[src/sv/cvd_pkg.sv]
package cvd_pkg;

  localparam int unsigned MAX_GROUPS = 10;
  localparam int unsigned GRP_W      = 4;
  localparam int unsigned VAL_W      = 64;
  localparam int unsigned SHIFT_W    = 6;

  localparam logic [7:0]         DATA_MASK      = 8'h7f;
  localparam logic [7:0]         HIGH_DATA_MASK = 8'h7e;
  localparam logic [7:0]         CONT_BIT       = 8'h80;
  localparam logic [SHIFT_W-1:0] TOP_SHIFT      = 6'd63;

  typedef enum logic [2:0] {
    ST_OK        = 3'd0,
    ST_TRUNCATED = 3'd1,
    ST_OVERFLOW  = 3'd2,
    ST_NONCANON  = 3'd3,
    ST_TOOLONG   = 3'd4
  } status_t;

  // one accepted input word
  typedef struct packed {
    logic [7:0] data;
    logic       last;
  } item_t;

  // one finished number
  typedef struct packed {
    logic             valid;
    logic [VAL_W-1:0] value;
    logic [GRP_W-1:0] len;
    status_t          status;
  } result_t;

endpackage

[src/sv/cvd_in_reg.sv]
module cvd_in_reg
  import cvd_pkg::*;
(
  input  logic  clk,
  input  logic  rst_n,
  input  logic  in_valid,
  output logic  in_ready,
  input  item_t in_item,
  input  logic  slot_free,
  output logic  adv,
  output item_t item
);

  logic  valid_r, valid_nxt;
  item_t item_r, item_nxt;

  // word moves on when the result register can take whatever it produces
  assign adv      = valid_r & slot_free;
  assign in_ready = ~valid_r | adv;

  always_comb begin
    valid_nxt = valid_r;
    item_nxt  = item_r;
    if (in_ready) begin
      valid_nxt = in_valid;
      item_nxt  = in_item;
    end
  end

  always_ff @(posedge clk) begin
    if (!rst_n) begin
      valid_r <= 1'b0;
    end else begin
      valid_r <= valid_nxt;
    end
  end

  always_ff @(posedge clk) begin
    item_r <= item_nxt;
  end

  assign item = item_r;

  a_adv_needs_word: assert property (@(posedge clk) disable iff (!rst_n)
    adv |-> valid_r)
    else $error("input stage advanced without a word");

endmodule

[src/sv/cvd_decode.sv]
module cvd_decode
  import cvd_pkg::*;
(
  input  logic    clk,
  input  logic    rst_n,
  input  logic    adv,
  input  item_t   item,
  output result_t res
);

  logic [VAL_W-1:0]   acc_r, acc_nxt;
  logic [GRP_W-1:0]   grp_r, grp_nxt;
  logic [GRP_W-1:0]   g;
  logic [GRP_W-1:0]   len;
  logic [SHIFT_W-1:0] shift;
  logic [VAL_W-1:0]   placed;
  logic [VAL_W-1:0]   acc_sum;
  logic [7:0]         bits;
  logic               overflow;

  always_comb begin
    bits     = item.data & DATA_MASK;
    g        = (grp_r >= GRP_W'(MAX_GROUPS)) ? '0 : grp_r;
    len      = g + GRP_W'(1);
    shift    = SHIFT_W'(g) * SHIFT_W'(7);
    placed   = {{(VAL_W-8){1'b0}}, bits} << shift;
    acc_sum  = acc_r | placed;
    overflow = (shift == TOP_SHIFT) && ((item.data & HIGH_DATA_MASK) != 8'h00);

    res        = '0;
    res.len    = len;
    res.status = ST_OK;
    if (overflow) begin
      res.valid  = 1'b1;
      res.status = ST_OVERFLOW;
    end else if ((item.data & CONT_BIT) == 8'h00) begin
      res.valid = 1'b1;
      if (g != '0 && bits == 8'h00) begin
        res.status = ST_NONCANON;
      end else begin
        res.value = acc_sum;
      end
    end else if (len >= GRP_W'(MAX_GROUPS)) begin
      res.valid  = 1'b1;
      res.status = ST_TOOLONG;
    end else if (item.last) begin
      res.valid  = 1'b1;
      res.status = ST_TRUNCATED;
    end

    acc_nxt = acc_r;
    grp_nxt = grp_r;
    if (adv) begin
      acc_nxt = res.valid ? '0 : acc_sum;
      grp_nxt = res.valid ? '0 : len;
    end
  end

  always_ff @(posedge clk) begin
    if (!rst_n) begin
      acc_r <= '0;
      grp_r <= '0;
    end else begin
      acc_r <= acc_nxt;
      grp_r <= grp_nxt;
    end
  end

  a_grp_range: assert property (@(posedge clk) disable iff (!rst_n)
    grp_r < GRP_W'(MAX_GROUPS))
    else $error("group count out of range");

  a_restart: assert property (@(posedge clk) disable iff (!rst_n)
    (adv && res.valid) |=> (grp_r == '0 && acc_r == '0))
    else $error("decoder did not restart after a result");

endmodule

[src/sv/cvd_out_reg.sv]
module cvd_out_reg
  import cvd_pkg::*;
(
  input  logic             clk,
  input  logic             rst_n,
  input  logic             adv,
  input  result_t          res,
  output logic             slot_free,
  output logic             out_valid,
  input  logic             out_ready,
  output logic [VAL_W-1:0] out_value,
  output logic [GRP_W-1:0] out_len,
  output status_t          out_status
);

  logic             valid_r, valid_nxt;
  logic [VAL_W-1:0] value_r, value_nxt;
  logic [GRP_W-1:0] len_r, len_nxt;
  status_t          status_r, status_nxt;

  assign slot_free = ~valid_r | out_ready;

  always_comb begin
    valid_nxt  = valid_r & ~out_ready;
    value_nxt  = value_r;
    len_nxt    = len_r;
    status_nxt = status_r;
    if (adv) begin
      valid_nxt  = res.valid;
      value_nxt  = res.value;
      len_nxt    = res.len;
      status_nxt = res.status;
    end
  end

  always_ff @(posedge clk) begin
    if (!rst_n) begin
      valid_r <= 1'b0;
    end else begin
      valid_r <= valid_nxt;
    end
  end

  always_ff @(posedge clk) begin
    value_r  <= value_nxt;
    len_r    <= len_nxt;
    status_r <= status_nxt;
  end

  assign out_valid  = valid_r;
  assign out_value  = value_r;
  assign out_len    = len_r;
  assign out_status = status_r;

  a_err_zero: assert property (@(posedge clk) disable iff (!rst_n)
    (valid_r && status_r != ST_OK) |-> (value_r == '0))
    else $error("error result carries a nonzero value");

  a_len_range: assert property (@(posedge clk) disable iff (!rst_n)
    valid_r |-> (len_r != '0 && len_r <= GRP_W'(MAX_GROUPS)))
    else $error("byte length out of range");

endmodule

[src/sv/canonical_varint_decoder.sv]
// unsigned base-128 varint decoder, 64-bit values
// input channel: one encoded byte per word on in_tdata, in_tlast marks the
// last byte available in the buffer. a number that is still open when
// in_tlast arrives is reported as truncated.
// result channel: one word per finished number, value and byte count on
// out_tdata, status code on out_tuser (ok, truncated, overflow,
// non-canonical, too long); the value is zero for every error status.
// a byte that ends a number shows its result on out_tvalid once it has passed
// the input register, decode and the result register.
// throughput: one byte per cycle while out_tready is high or the result register
// is empty; the accumulator update is a 64-bit shift-and-or plus a few compares
// between the two registers. when out_tready is low the result register holds,
// an empty input register fills, then in_tready is low until the result is taken.
// reset clears both registers' valid flags, the accumulator and the byte
// count; the first byte after reset starts a new number.
module canonical_varint_decoder
  import cvd_pkg::*;
(
  input  logic        clk,
  input  logic        rst_n,
  input  logic        in_tvalid,
  output logic        in_tready,
  input  logic [7:0]  in_tdata,   // [7:0] in_byte
  input  logic        in_tlast,   // buffer_end
  output logic        out_tvalid,
  input  logic        out_tready,
  output logic [71:0] out_tdata,  // [63:0] decoded_value, [67:64] byte_length, zero pad
  output logic [2:0]  out_tuser   // [2:0] status
);

  item_t            in_item;
  item_t            item;
  result_t          res;
  logic             adv;
  logic             slot_free;
  logic [VAL_W-1:0] out_value;
  logic [GRP_W-1:0] out_len;
  status_t          out_status;

  assign in_item.data = in_tdata;
  assign in_item.last = in_tlast;

  cvd_in_reg u_in_reg (
    .clk       (clk),
    .rst_n     (rst_n),
    .in_valid  (in_tvalid),
    .in_ready  (in_tready),
    .in_item   (in_item),
    .slot_free (slot_free),
    .adv       (adv),
    .item      (item)
  );

  cvd_decode u_decode (
    .clk   (clk),
    .rst_n (rst_n),
    .adv   (adv),
    .item  (item),
    .res   (res)
  );

  cvd_out_reg u_out_reg (
    .clk        (clk),
    .rst_n      (rst_n),
    .adv        (adv),
    .res        (res),
    .slot_free  (slot_free),
    .out_valid  (out_tvalid),
    .out_ready  (out_tready),
    .out_value  (out_value),
    .out_len    (out_len),
    .out_status (out_status)
  );

  assign out_tdata = {4'b0000, out_len, out_value};
  assign out_tuser = out_status;

endmodule
[config.mk]
export PLATFORM = sky130hd
export DESIGN_NAME = canonical_varint_decoder
export DESIGN_NICKNAME = d
export VERILOG_FILES = /design/src/sv/cvd_pkg.sv /design/src/sv/cvd_in_reg.sv /design/src/sv/cvd_decode.sv /design/src/sv/cvd_out_reg.sv /design/src/sv/canonical_varint_decoder.sv
export SDC_FILE = /design/constraint.sdc
export NUM_CORES = 1
export LEC_CHECK = 0
export BUFFER_PORTS_ARGS = -buffer_cell sky130_fd_sc_hd__buf_2
export CAP_MARGIN = 40
export CORE_ASPECT_RATIO = 1.4
export CORE_UTILIZATION = 30
export CTS_BUF_LIST = sky130_fd_sc_hd__clkbuf_4 sky130_fd_sc_hd__clkbuf_8 sky130_fd_sc_hd__clkbuf_16
export CTS_CLUSTER_SIZE = 25
export DETAILED_ROUTE_END_ITERATION = 6
export GPL_ROUTABILITY_DRIVEN = 0
export GPL_TIMING_DRIVEN = 1
export HOLD_SLACK_MARGIN = 0.15
export PLACE_DENSITY = 0.5
export SLEW_MARGIN = 20
export SYNTH_ARGS = -nofsm -noshare
export SYNTH_HDL_FRONTEND = slang
export SYNTH_SLANG_ARGS = --single-unit
[constraint.sdc]
create_clock -name clk -period 4.5 [get_ports clk]
set_input_delay 0.225 -clock clk [delete_from_list [all_inputs] [get_ports clk]]
set_output_delay 0.225 -clock clk [all_outputs]
set_load 0.01 [all_outputs]
Yosys cells after proc, flatten, opt, wreduce, memory -nomap -nowiden
Cells that the tools add are included.
- bits in registers: 150
- shift operators: 1
- multiplexer cells: 12
- equal/unequal tests: 1
- add/subtract/negate cells: 1
- bitwise logic cells: 9
- $mul: 1
- reductions and logical operators: 7
- order comparisons: 2
- operators by type and width (operator ; count):
    $mux W64 ; 1
    $or A64 B64 Y64 ; 1
    $shl A7 B6 Y64 ; 1
    $logic_not A8 Y1 ; 2
    $ge A4 B4 Y1 const B ; 2
    $mux W4 ; 2
    $reduce_bool A8 Y1 ; 1
    $eq A6 B6 Y1 const B ; 1
    $mul A4 B3 Y6 const B ; 1
    $mux W1 ; 6
    $mux W3 ; 2
    $add A4 B1 Y4 const B ; 1
    $not A1 Y1 ; 4
    $reduce_bool A4 Y1 ; 1
    $reduce_or A3 Y1 ; 1
    $and A1 B1 Y1 ; 2
    $logic_and A1 B1 Y1 ; 2
    $mux W2 ; 1
    $or A1 B1 Y1 ; 2

Longest topological paths before layout
Gate-level depths: netlist of the first run.
- depth after elaboration: 8
- gate-level depth with buffers: 16
- mapped depth without buffers: 13

Cells and area by module
A second synthesis of the first run with hierarchy kept.
- cell total of the unflattened synthesis: 668
- area, all modules: 7144.4 um^2
- by module, submodules not included (module ; times used ; area each (um^2) ; cells each):
    cvd_decode ; 1 ; 4609.4 ; 573
    cvd_out_reg ; 1 ; 2174.6 ; 76
    cvd_in_reg ; 1 ; 326.6 ; 14
    canonical_varint_decoder ; 1 ; 33.8 ; 5

Worst setup path before layout of the first run
OpenSTA, ideal clock, no wires.
- path type: register to register
- from: reg u_decode.grp_r[0]
- to: reg u_out_reg.value_r[33] (netlist: u_out_reg.out_value[33]), data pin
- data arrival time: 3497 ps
- setup time: 267 ps
- stages on the path, launching flop included: 16
- setup slack: 736 ps
- cell sequence: dfxtp_1 > buf_2 > inv_1 > nor2_1 > inv_1 > fa_1 > inv_1 > ha_1 > fa_1 > xor2_2 > nand4_1 > nor4_4 > or3b_1 > buf_2 > buf_4 > nor2_1
- cells in the longest elaborated chain, start to end: 6
- elaborated cells on any way between the ends: 10
- those cells by class: mul (1); order compare (1); eq/ne (1); shift (1); mux (1); bitwise (1); reduce/logical (4)
- RTL lines (element ; RTL line ; text):
    start: declaration ; cvd_decode.sv:12 ; logic [GRP_W-1:0] grp_r, grp_nxt;
    start signal: assignment ; cvd_decode.sv:65 ; grp_r <= grp_nxt;
    $ge A4 B4 Y1 ; cvd_decode.sv:23 ; g = (grp_r >= GRP_W'(MAX_GROUPS)) ? '0 : grp_r;
    $mux W4 (*) ; cvd_decode.sv:23 ;
    branches (longest 4 deep; another with $mul A4 B3 Y6) ; - ;
    end signal: assignment ; cvd_out_reg.sv:45 ; value_r <= value_nxt;
    end: declaration ; cvd_out_reg.sv:17 ; logic [VAL_W-1:0] value_r, value_nxt;
Mark *: on every way between the ends.
A chain may end at the register's enable or synchronous reset.

Worst setup path after layout of the first run
- from: reg u_decode.grp_r[1]
- to: reg u_out_reg.value_r[28] (netlist: u_out_reg.out_value[28]), data pin
Same word-level chain as after synthesis.

==> results of run 1 <==
==> final cells by class <==
class	instances	area, um^2
flip-flops and latches	150	3800
multi-input cells	451	2600
clock inverters	12	139
inverters	25	95.1
repair buffers	131	822
well taps	297	372
fillers	2184	13600
clock buffers	20	467
==> layer usage <==
layer | up-vias | routed length [um] | track usage
met1 | 2532 | 7550 | 0.188
met2 | 116 | 9130 | 0.280
met5 | - | 0 | 0
li1 | 2608 | - | -
met4 | 0 | 317 | 0.0608
met3 | 15 | 616 | 0.0313
==> critical path, delay by kind of cell (launching register included) <==
kind	cells	cell delay, ps
fa+ha+maj	3	1230
simple gates	4	960
buf+inv	3	570
flops	1	410
compound gates	2	370
xor+xnor	1	200
==> Yosys cell counts, drive strengths merged, types with 3 or more instances <==
master   instances
o22ai           12
nand3            9
o211a            4
o2bb2ai          3
nor4             4
edfxtp          80
nor3            15
and2             4
inv             25
o21ai           16
o21a             4
nand4            3
nand2           33
o211ai           9
a31oi           26
clkbuf          15
a22o             4
or2              4
buf             28
ha               9
dfxtp           70
fa               4
nand2b          20
a21oi           88
a221oi           6
nor2           131
a22oi            3
mux2i            5
nor2b            4
==> per-stage QoR <==
| step | instance area [um^2] | util | cells | setup slack [ps] |
|---|---|---|---|---|
| floorplan | 6720 | - | 669 | 736 |
| global placement | 7550 | 0.345 | 1040 | 332 |
| detailed placement | 7550 | 0.345 | 1040 | 272 |
| CTS | 8300 | 0.379 | 1086 | 263 |
| global route | 8300 | 0.380 | 1086 | 76.7 |
| finish | 8300 | 0.380 | 1086 | 434 |
==> where the power goes <==
part | total, mW | switching (mW) | internal (mW)
logic | 0.206 | 0.137 | 0.0684
registers | 1.49 | 0.0168 | 1.47
clock network | 1.46 | 0.591 | 0.870
total | 3.16 | 0.745 | 2.41
==> logic make-up after synthesis <==
family / count (synthesis) / synth area share
compound gates: 192 / 0.178
xor+xnor: 3 / 0.00503
fa+ha+maj: 13 / 0.0287
buf+inv: 68 / 0.0481
flops: 150 / 0.567
mux: 6 / 0.00914
other cells: 1 / 0.000559
simple gates: 233 / 0.164
==> flip-flops by register name, indices dropped and copies added (netlist names) <==
register / flops
u_out_reg.out_valid: 1
u_decode.grp_r: 4
u_out_reg.out_len: 4
u_out_reg.out_status: 3
u_out_reg.out_value: 64
u_in_reg.item: 9
u_decode.acc_r: 64
u_in_reg.valid_r: 1
==> repair_timing <==
item / 4_1_cts / 5_1_grt
resized for setup: 0 / 1
hold endpoints to repair: 11 / 0
hold buffers: 14 / 0
endpoints found under the setup margin: 0 / 29
==> path summary, 6_finish.rpt <==
path	to	slack, ps
min	u_in_reg.item[8]$_DFFE_PP_	450
max	u_out_reg.out_value[28]$_SDFFCE_PP0P_	430
max reg2reg	u_out_reg.out_value[28]$_SDFFCE_PP0P_	430
min reg2reg	u_decode.acc_r[28]$_SDFFE_PN0P_	450
==> impl_metrics.ini, run 1 <==
[route]
wirelength_mm = 17.6
viasPerCell = 4.85
vias = 5271
wl_per_cell_um = 16.2
drt_iter0_markers = 384
drc = 0
ant_nets = 0
first_pass_iters = 5

[timing]
setup_viol = 0
grt_setup_unrepaired = no
worst_slew_pin_slew_ps = 779
max_freq_ghz = 0.246
finalHoldViolations = 0
skew_ps = 14.5
period_share = 0.904
drv_slew = 0
relSlewSlack = 0.477
post-route-min-period_ps = 4070
fin_hold_ws_ps = 450
final.setup.tns_ps = 0

[synth]
yosysSeqAreaShare = 0.567
post-synth-top-area-cell = edfxtp_1
synth_edf_count = 80
async_flop_share = 0
syn_area_um2 = 6710
synthFlopType = edfxtp_1
synthTopCellsByArea = edfxtp_1 36%, dfxtp_1 21%, nor2_1 7.3%
synth-seq-cells = 150
yosysTopAreaCellShare = 0.358
synthCells = 666
synth.distinct_cells = 63
yosys_warnings = 0
synth.avg_cell_area_um2 = 10.1

[floorplan]
die_h_um = 179
die_w_um = 128
initial_core_util = 0.307
num_rows = 64
dieArea_um2 = 23000
ios = 90
coreArea_um2 = 21900

[layout]
drive_gt1_frac = 0.215
final_common_cell = nor2_1
n_antenna_cell = 0
final_cell_mix = 130 x nor2_1, 87 x a21oi_1, 85 x buf_2
areaGrowthSynthToFinish_pct = 23.7
fin_nets = 802

[placed_design]
hpwl_mm = 12.2
port-buffer-count = 85

[worst_setup_path]
cp_max_fo = 57
reg2reg_from = u_decode.grp_r[1]$_SDFFE_PN0P_
max_stage_delay_ps = 550
worst_path_max_delay_cell = fa_1
crit_arrival_ps = 4220
cp-end-kind = flop
path_class = flop to flop
cp-start-kind = flop
cp-startpoint = u_decode.grp_r[1]$_SDFFE_PN0P_
cp_cell_sequence = o21a_1 -> nor2_1 -> inv_1 -> fa_1 -> inv_1 -> ha_1 -> fa_1 -> xor2_2 -> nand4_1 -> nor4_4 -> or3b_2 -> buf_6 -> o22ai_1
worstRegToRegCells = 13
required_ps = 4660

[cts]
clkTransAtPathRegs_ps = 60
cts_tree = yes
cts_buffer_depth = 2
h-tree-depth = 4
cts-root-buf = clkbuf_16
cts_buffers = 17
cts_setup_buffers = 0
clk_latency_ps = 430
cts.sinks = 150

[status]
status = finished clean

[pwr]
vdd_ir_drop_max_mv = 0.234
power.density_nw_per_um2 = 380
p_leak_nw = 3.12
p_total_mw = 3.16

[global_route]
antenna_found_initial = 0
grt_pass1_vias = 5100
groute.usage.overall = 0.159
grt.overflow.total = 0
grt_pass1_wl_mm = 27.5
grt_max_degree = 61

[hold_path]
min_path_type = input port to flop
min_from = out_tready
holdPathStages = 3

[flow_run]
max_cap_violations = 0
(Power assumes the default switching activity.)
==> inputs of run 2 (changes only) <==
--- a/config.mk
+++ b/config.mk
@@ -5,8 +5,10 @@
 export SDC_FILE = /design/constraint.sdc
 export NUM_CORES = 1
 export LEC_CHECK = 0
-export BUFFER_PORTS_ARGS = -buffer_cell sky130_fd_sc_hd__buf_2
+export BUFFER_PORTS_ARGS = -buffer_cell sky130_fd_sc_hd__buf_4
 export CAP_MARGIN = 40
+export CELL_PAD_IN_SITES_DETAIL_PLACEMENT = 0
+export CELL_PAD_IN_SITES_GLOBAL_PLACEMENT = 1
 export CORE_ASPECT_RATIO = 1.4
 export CORE_UTILIZATION = 30
 export CTS_BUF_LIST = sky130_fd_sc_hd__clkbuf_4 sky130_fd_sc_hd__clkbuf_8 sky130_fd_sc_hd__clkbuf_16
@@ -15,8 +17,9 @@
 export GPL_ROUTABILITY_DRIVEN = 0
 export GPL_TIMING_DRIVEN = 1
 export HOLD_SLACK_MARGIN = 0.15
-export PLACE_DENSITY = 0.5
+export PLACE_DENSITY = 0.59
 export SLEW_MARGIN = 20
 export SYNTH_ARGS = -nofsm -noshare
 export SYNTH_HDL_FRONTEND = slang
+export SYNTH_HIERARCHICAL = 1
 export SYNTH_SLANG_ARGS = --single-unit
==> run 2 against run 1 <==
  * Sequential cell count stayed put
  * Clock power is 8% lower
  * Sequential share of layout area is 3.1 points lower
  * Critical endpoint is now u_decode/acc_r[13]$_SDFFE_PN0P_
==> impl_metrics.ini, run 2 <==
[status]
status = finished clean

[timing]
period_share = 0.942
worst_slew_pin_slew_ps = 844
skew_ps = 14.2
drv_slew = 0
final.setup.tns_ps = 0
post-route-min-period_ps = 4240
max_freq_ghz = 0.236
setup_viol = 0
grt_setup_unrepaired = no
finalHoldViolations = 0
relSlewSlack = 0.438
layout_setup_ws_ps = 261
fin_hold_ws_ps = 472

[route]
top_layer_used = met4
wl_met3_um = 842
viasPerCell = 5.42
ant_nets = 0
wirelength_mm = 22.1
vias = 5930
drt_iter0_markers = 411
met2WireLength_mm = 11.6
first_pass_iters = 5
met1_length_mm = 8.81
wl_per_cell_um = 20.2
drc = 0

[cts]
cts.sinks = 150
cts_tree = yes
h-tree-depth = 4
cts-root-buf = clkbuf_16
clkTransAtPathRegs_ps = 60
cts_setup_buffers = 0
cts_buffer_depth = 2
clk_latency_ps = 430
cts_buffers = 17

[worst_setup_path]
r2r_setup_slack_ps = 260
critPathTopFamily = compound AO/OA/AOI/OAI gates
worstRegToRegCells = 14
required_ps = 4820
reg2reg_from = u_decode/grp_r[1]$_SDFFE_PN0P_
cp_cell_sequence = o21a_1 -> nor2_1 -> inv_1 -> ha_1 -> ha_1 -> ha_1 -> inv_1 -> fa_1 -> nand2b_1 -> a211oi_1 -> o2111ai_2 -> and3_1 -> buf_4 -> a22o_1
path_class = flop to flop
worst_path_max_delay_cell = fa_1
timing.rr.end = u_decode/acc_r[13]$_SDFFE_PN0P_
cp-end-kind = flop
cp-start-kind = flop
crit_path_frequent_cell = ha_1
crit_arrival_ps = 4560
cp_max_fo = 43
path_buf_inv = 3
max_stage_delay_ps = 490

[pwr]
power.density_nw_per_um2 = 344
vdd_ir_drop_max_mv = 0.248
p_leak_nw = 3.31

[synth]
synth.distinct_cells = 72
yosys_warnings = 6
synthFlopType = edfxtp_1
post-synth-top-area-cell = edfxtp_1
synth.avg_cell_area_um2 = 10.7
yosysMostFrequentCell = edfxtp_1
yosysSeqAreaShare = 0.532
synthCells = 668
yosysTopAreaCellShare = 0.336
synth-seq-cells = 150
syn_area_um2 = 7140
async_flop_share = 0
synthTopCellsByCount = 80 x edfxtp_1, 70 x dfxtp_1, 45 x a21oi_1, 43 x a22o_1, 42 x nor2_1
synthTopCellsByArea = edfxtp_1 34%, dfxtp_1 20%, a22o_1 5.3%
synth_edf_count = 80

[layout]
nFillCells = 2320
fin_nets = 798
final_cell_mix = 117 x buf_4, 80 x edfxtp_1, 70 x dfxtp_1
drive_gt1_frac = 0.227
final_common_cell = buf_4
areaGrowthSynthToFinish_pct = 24.6
n_antenna_cell = 0

[hold_path]
min_from = u_decode/acc_r[21]$_SDFFE_PN0P_
hold_end = u_decode/acc_r[21]$_SDFFE_PN0P_
min_path_type = flop to flop
holdPathStages = 2

[placed_design]
port-buffer-count = 85
dp_slack_ps = 291
hpwl_mm = 15.9

[floorplan]
coreArea_um2 = 23300
dieArea_um2 = 24400
initial_core_util = 0.307
die_h_um = 185
die_w_um = 132
ios = 90
num_rows = 66

[global_route]
grt_pass1_wl_mm = 34.3
antenna_found_initial = 0
grt.overflow.total = 0
groute.usage.overall = 0.189
grt_pass1_vias = 6080
grt_max_degree = 60

[flow_run]
max_cap_violations = 0
run 2: changes by cell type in the layout (fill, tap and decap cells not counted), sizes merged, moves of 8 or more:
cell     before  now
o21ai        16   28
and2          4   12
nand3         9   19
a211oi        2   15
a31oi        26   18
a2111oi       0    8
a22o          4   43
a21oi        88   45
a32o          0   13
inv          29   37
nand2b       20    9
and3          2   10
nor2        131   42
run 2: area by class of cell:
class	count	area (um^2)	area share
Tap cell	306	383	0.0430
Multi-Input combinational cell	437	2980	0.335
Timing Repair Buffer	133	1040	0.117
Clock buffer	23	470	0.0528
Inverter	37	139	0.0156
Sequential cell	150	3800	0.427
Clock inverter	9	81.3	0.00914
run 2: routing by layer:
layer,vias up,track usage
li1,2788,-
met1,2898,0.206
met2,201,0.344
met3,43,0.0341
met4,0,0.104
met5,-,0
run 2: worst min-delay path: cells and delay by family, from the launching register on:
family | cells | cell delay [ps]
DFF | 1 | 290
AOI/OAI and AO/OA | 1 | 70
buffers and inverters | 1 | 60
run 2: how the worst max path moves through the flow:
stage,from,to,slack (ps),cells past startpoint
6_report,u_decode/grp_r[1]$_SDFFE_PN0P_,u_decode/acc_r[13]$_SDFFE_PN0P_,260,14
5_1_grt,u_decode/grp_r[1]$_SDFFE_PN0P_,u_out_reg/out_value[40]$_DFFE_PP_,20,14
4_1_cts,u_decode/grp_r[1]$_SDFFE_PN0P_,u_out_reg/out_value[58]$_DFFE_PP_,260,13
3_5_place_dp,u_decode/grp_r[1]$_SDFFE_PN0P_,u_out_reg/out_value[58]$_DFFE_PP_,290,13
3_3_place_gp,u_decode/grp_r[1]$_SDFFE_PN0P_,u_out_reg/out_value[51]$_DFFE_PP_,330,15
2_1_floorplan,u_decode/grp_r[2]$_SDFFE_PN0P_,u_decode/acc_r[12]$_SDFFE_PN0P_,480,17
run 2: where the power goes:
group	internal (mW)	switching (mW)	total [mW]	leakage [nW]
combinational	0.0838	0.147	0.231	1.70
sequential	1.47	0.0157	1.49	1.34
clock	0.792	0.550	1.34	0.273
run 2: through the flow:
step	total power, mW	instances	cell area, um^2	utilization
floorplan	1.64	671	7160	-
global placement	1.74	1048	8210	0.352
detailed placement	1.74	1049	8210	0.353
CTS	3.11	1095	8900	0.382
global route	3.18	1095	8900	0.382
finish	3.06	1095	8900	0.382
run 2: timing repair:
item / in CTS / in global routing
gates resized for setup: 0 / 1
setup endpoints to repair: 0 / 2
hold buffers: 14 / 0
endpoints found under the hold margin: 12 / 0
run 2: logic make-up (layout without fill, tap and decap cells):
family / count (synthesis) / after routing / share of synthesized area
AO/OA/AOI/OAI: 246 / 246 / 0.261
XOR/XNOR: 4 / 4 / 0.00596
adder cells (fa/ha/maj): 9 / 9 / 0.0168
buffers and inverters: 84 / 202 / 0.0520
flip-flops: 150 / 150 / 0.532
multiplexers: 3 / 3 / 0.00613
other: 1 / 4 / 0.000525
AND/OR/NAND/NOR: 171 / 171 / 0.126
==> inputs of run 3 (changes only) <==
--- a/config.mk
+++ b/config.mk
@@ -17,7 +17,7 @@
 export GPL_ROUTABILITY_DRIVEN = 0
 export GPL_TIMING_DRIVEN = 1
 export HOLD_SLACK_MARGIN = 0.15
-export PLACE_DENSITY = 0.59
+export PLACE_DENSITY = 0.68
 export SLEW_MARGIN = 20
 export SYNTH_ARGS = -nofsm -noshare
 export SYNTH_HDL_FRONTEND = slang
==> run 3 against run 2 <==
  * Clock-buffer cell count fell by 5
  * Via count down 0.57%
  * Sequential power is essentially flat
  * Register-to-register slack worse by 20 ps
  * Critical path depth fell by 1
  * Combinational power barely moved
  * Worst setup slack lost 19 ps
  * Critical endpoint is now u_out_reg/out_value[18]$_DFFE_PP_
  * Largest power group unchanged
==> impl_metrics.ini, run 3 (synthesis results as in run 2) <==
[status]
status = finished clean

[layout]
fin_util = 0.382
final_cell_mix = 118 x buf_4, 80 x edfxtp_1, 70 x dfxtp_1
drive_gt1_frac = 0.230
design_area_um2 = 8900
final_common_cell = buf_4
fin_nets = 797
final_cells = 1094
areaGrowthSynthToFinish_pct = 24.6
n_antenna_cell = 0

[timing]
setup_viol = 0
layout_setup_ws_ps = 242
drv_slew = 0
skew_ps = 12.3
final.setup.tns_ps = 0
grt_setup_unrepaired = no
fin_hold_ws_ps = 360
max_freq_ghz = 0.235
post-route-min-period_ps = 4260
finalHoldViolations = 0
relSlewSlack = 0.411
worst_slew_pin_slew_ps = 862
period_share = 0.946

[route]
first_pass_iters = 5
drc = 0
wl_per_cell_um = 19.6
viasPerCell = 5.39
vias = 5896
drt_iter0_markers = 448
wirelength_mm = 21.4
ant_nets = 0

[worst_setup_path]
required_ps = 4780
crit_path_frequent_cell = ha_1
reg2reg_from = u_decode/grp_r[1]$_SDFFE_PN0P_
cp-end-kind = flop
crit_arrival_ps = 4530
r2r_setup_slack_ps = 240
cp-startpoint = u_decode/grp_r[1]$_SDFFE_PN0P_
max_stage_delay_ps = 680
cp_max_fo = 26
cp_cell_sequence = o21a_1 -> nor2_1 -> inv_1 -> ha_1 -> ha_1 -> ha_1 -> inv_1 -> fa_1 -> buf_4 -> nand2_1 -> o32ai_1 -> o21ai_0 -> o2bb2ai_1
worst_path_max_delay_cell = o32ai_1
path_class = flop to flop
cp-start-kind = flop

[placed_design]
port-buffer-count = 85
dp_cells = 1049
dp_slack_ps = 317
postPlaceCellArea_um2 = 8200
hpwl_mm = 15.1

[hold_path]
min_path_type = input port to flop
min_from = out_tready

[cts]
clkTransAtPathRegs_ps = 70
h-tree-depth = 4
cts-root-buf = clkbuf_16
cts.sinks = 150
cts_buffer_depth = 2
cts_buffers = 17
clk_latency_ps = 440
cts_tree = yes
cts_setup_buffers = 0

[floorplan]
ios = 90
die_w_um = 132
coreArea_um2 = 23300
num_rows = 66
die_h_um = 185
dieArea_um2 = 24400
initial_core_util = 0.307

[pwr]
power.density_nw_per_um2 = 350
vdd_ir_drop_max_mv = 0.260
p_leak_nw = 3.31
p_total_mw = 3.11

[flow_run]
max_cap_violations = 0

[global_route]
groute.usage.overall = 0.179
grt_max_degree = 50
grt.overflow.total = 0
antenna_found_initial = 0
grt_pass1_wl_mm = 32.7
grt_pass1_vias = 5566
## run 3: cell types whose count changed in the layout (fill, tap and decap cells not counted)
cell and delta:
inv_6 +6, clkbuf_4 -5, clkinv_2 -2, buf_1 -1, buf_12 -1, buf_2 +1, buf_4 +1, clkinv_1 -1
clkinvlp_4 +1, dlygate4sd3_1 -1, inv_8 +1
## run 3: final cells by class
type	instances	area, um^2
clock buffers	18	433
clock inverters	14	139
fillers	2361	14400
inverters	37	139
multi-input cells	437	2980
flip-flops and latches	150	3800
well taps	306	383
repair buffers	132	1020
## run 3: what timing repair did
item	4_1_cts	5_1_grt
setup endpoints to repair	0	1
hold buffers	13	0
resized for setup	0	1
endpoints found under the hold margin	13	0
## run 3: power breakdown
group | switching (mW) | leakage, nW | internal, mW
Combinational | 0.145 | 1.69 | 0.0840
Sequential | 0.0162 | 1.34 | 1.47
Clock | 0.616 | 0.274 | 0.781
## run 3: worst paths after layout
path / endpoint / depth (start not counted)
worst min register to register: u_decode/acc_r[50]$_SDFFE_PN0P_ / 1
worst max-delay path: u_out_reg/out_value[18]$_DFFE_PP_ / 13
worst min-delay path: u_in_reg/item[1]$_DFFE_PP_ / 3
worst max register to register: u_out_reg/out_value[18]$_DFFE_PP_ / 13
## run 3: worst max-delay path, delay by kind of cell (launching register included)
family / cells / cell delay [ps]
flops: 1 / 310
buf+inv: 3 / 510
simple gates: 2 / 500
fa+ha+maj: 4 / 1360
compound gates: 4 / 1400
## run 3: metal layers
metal,GRT usage,part of all wire
met5,0,0
met4,0.0772,0.025
met3,0.0311,0.049
met2,0.318,0.52
met1,0.211,0.41
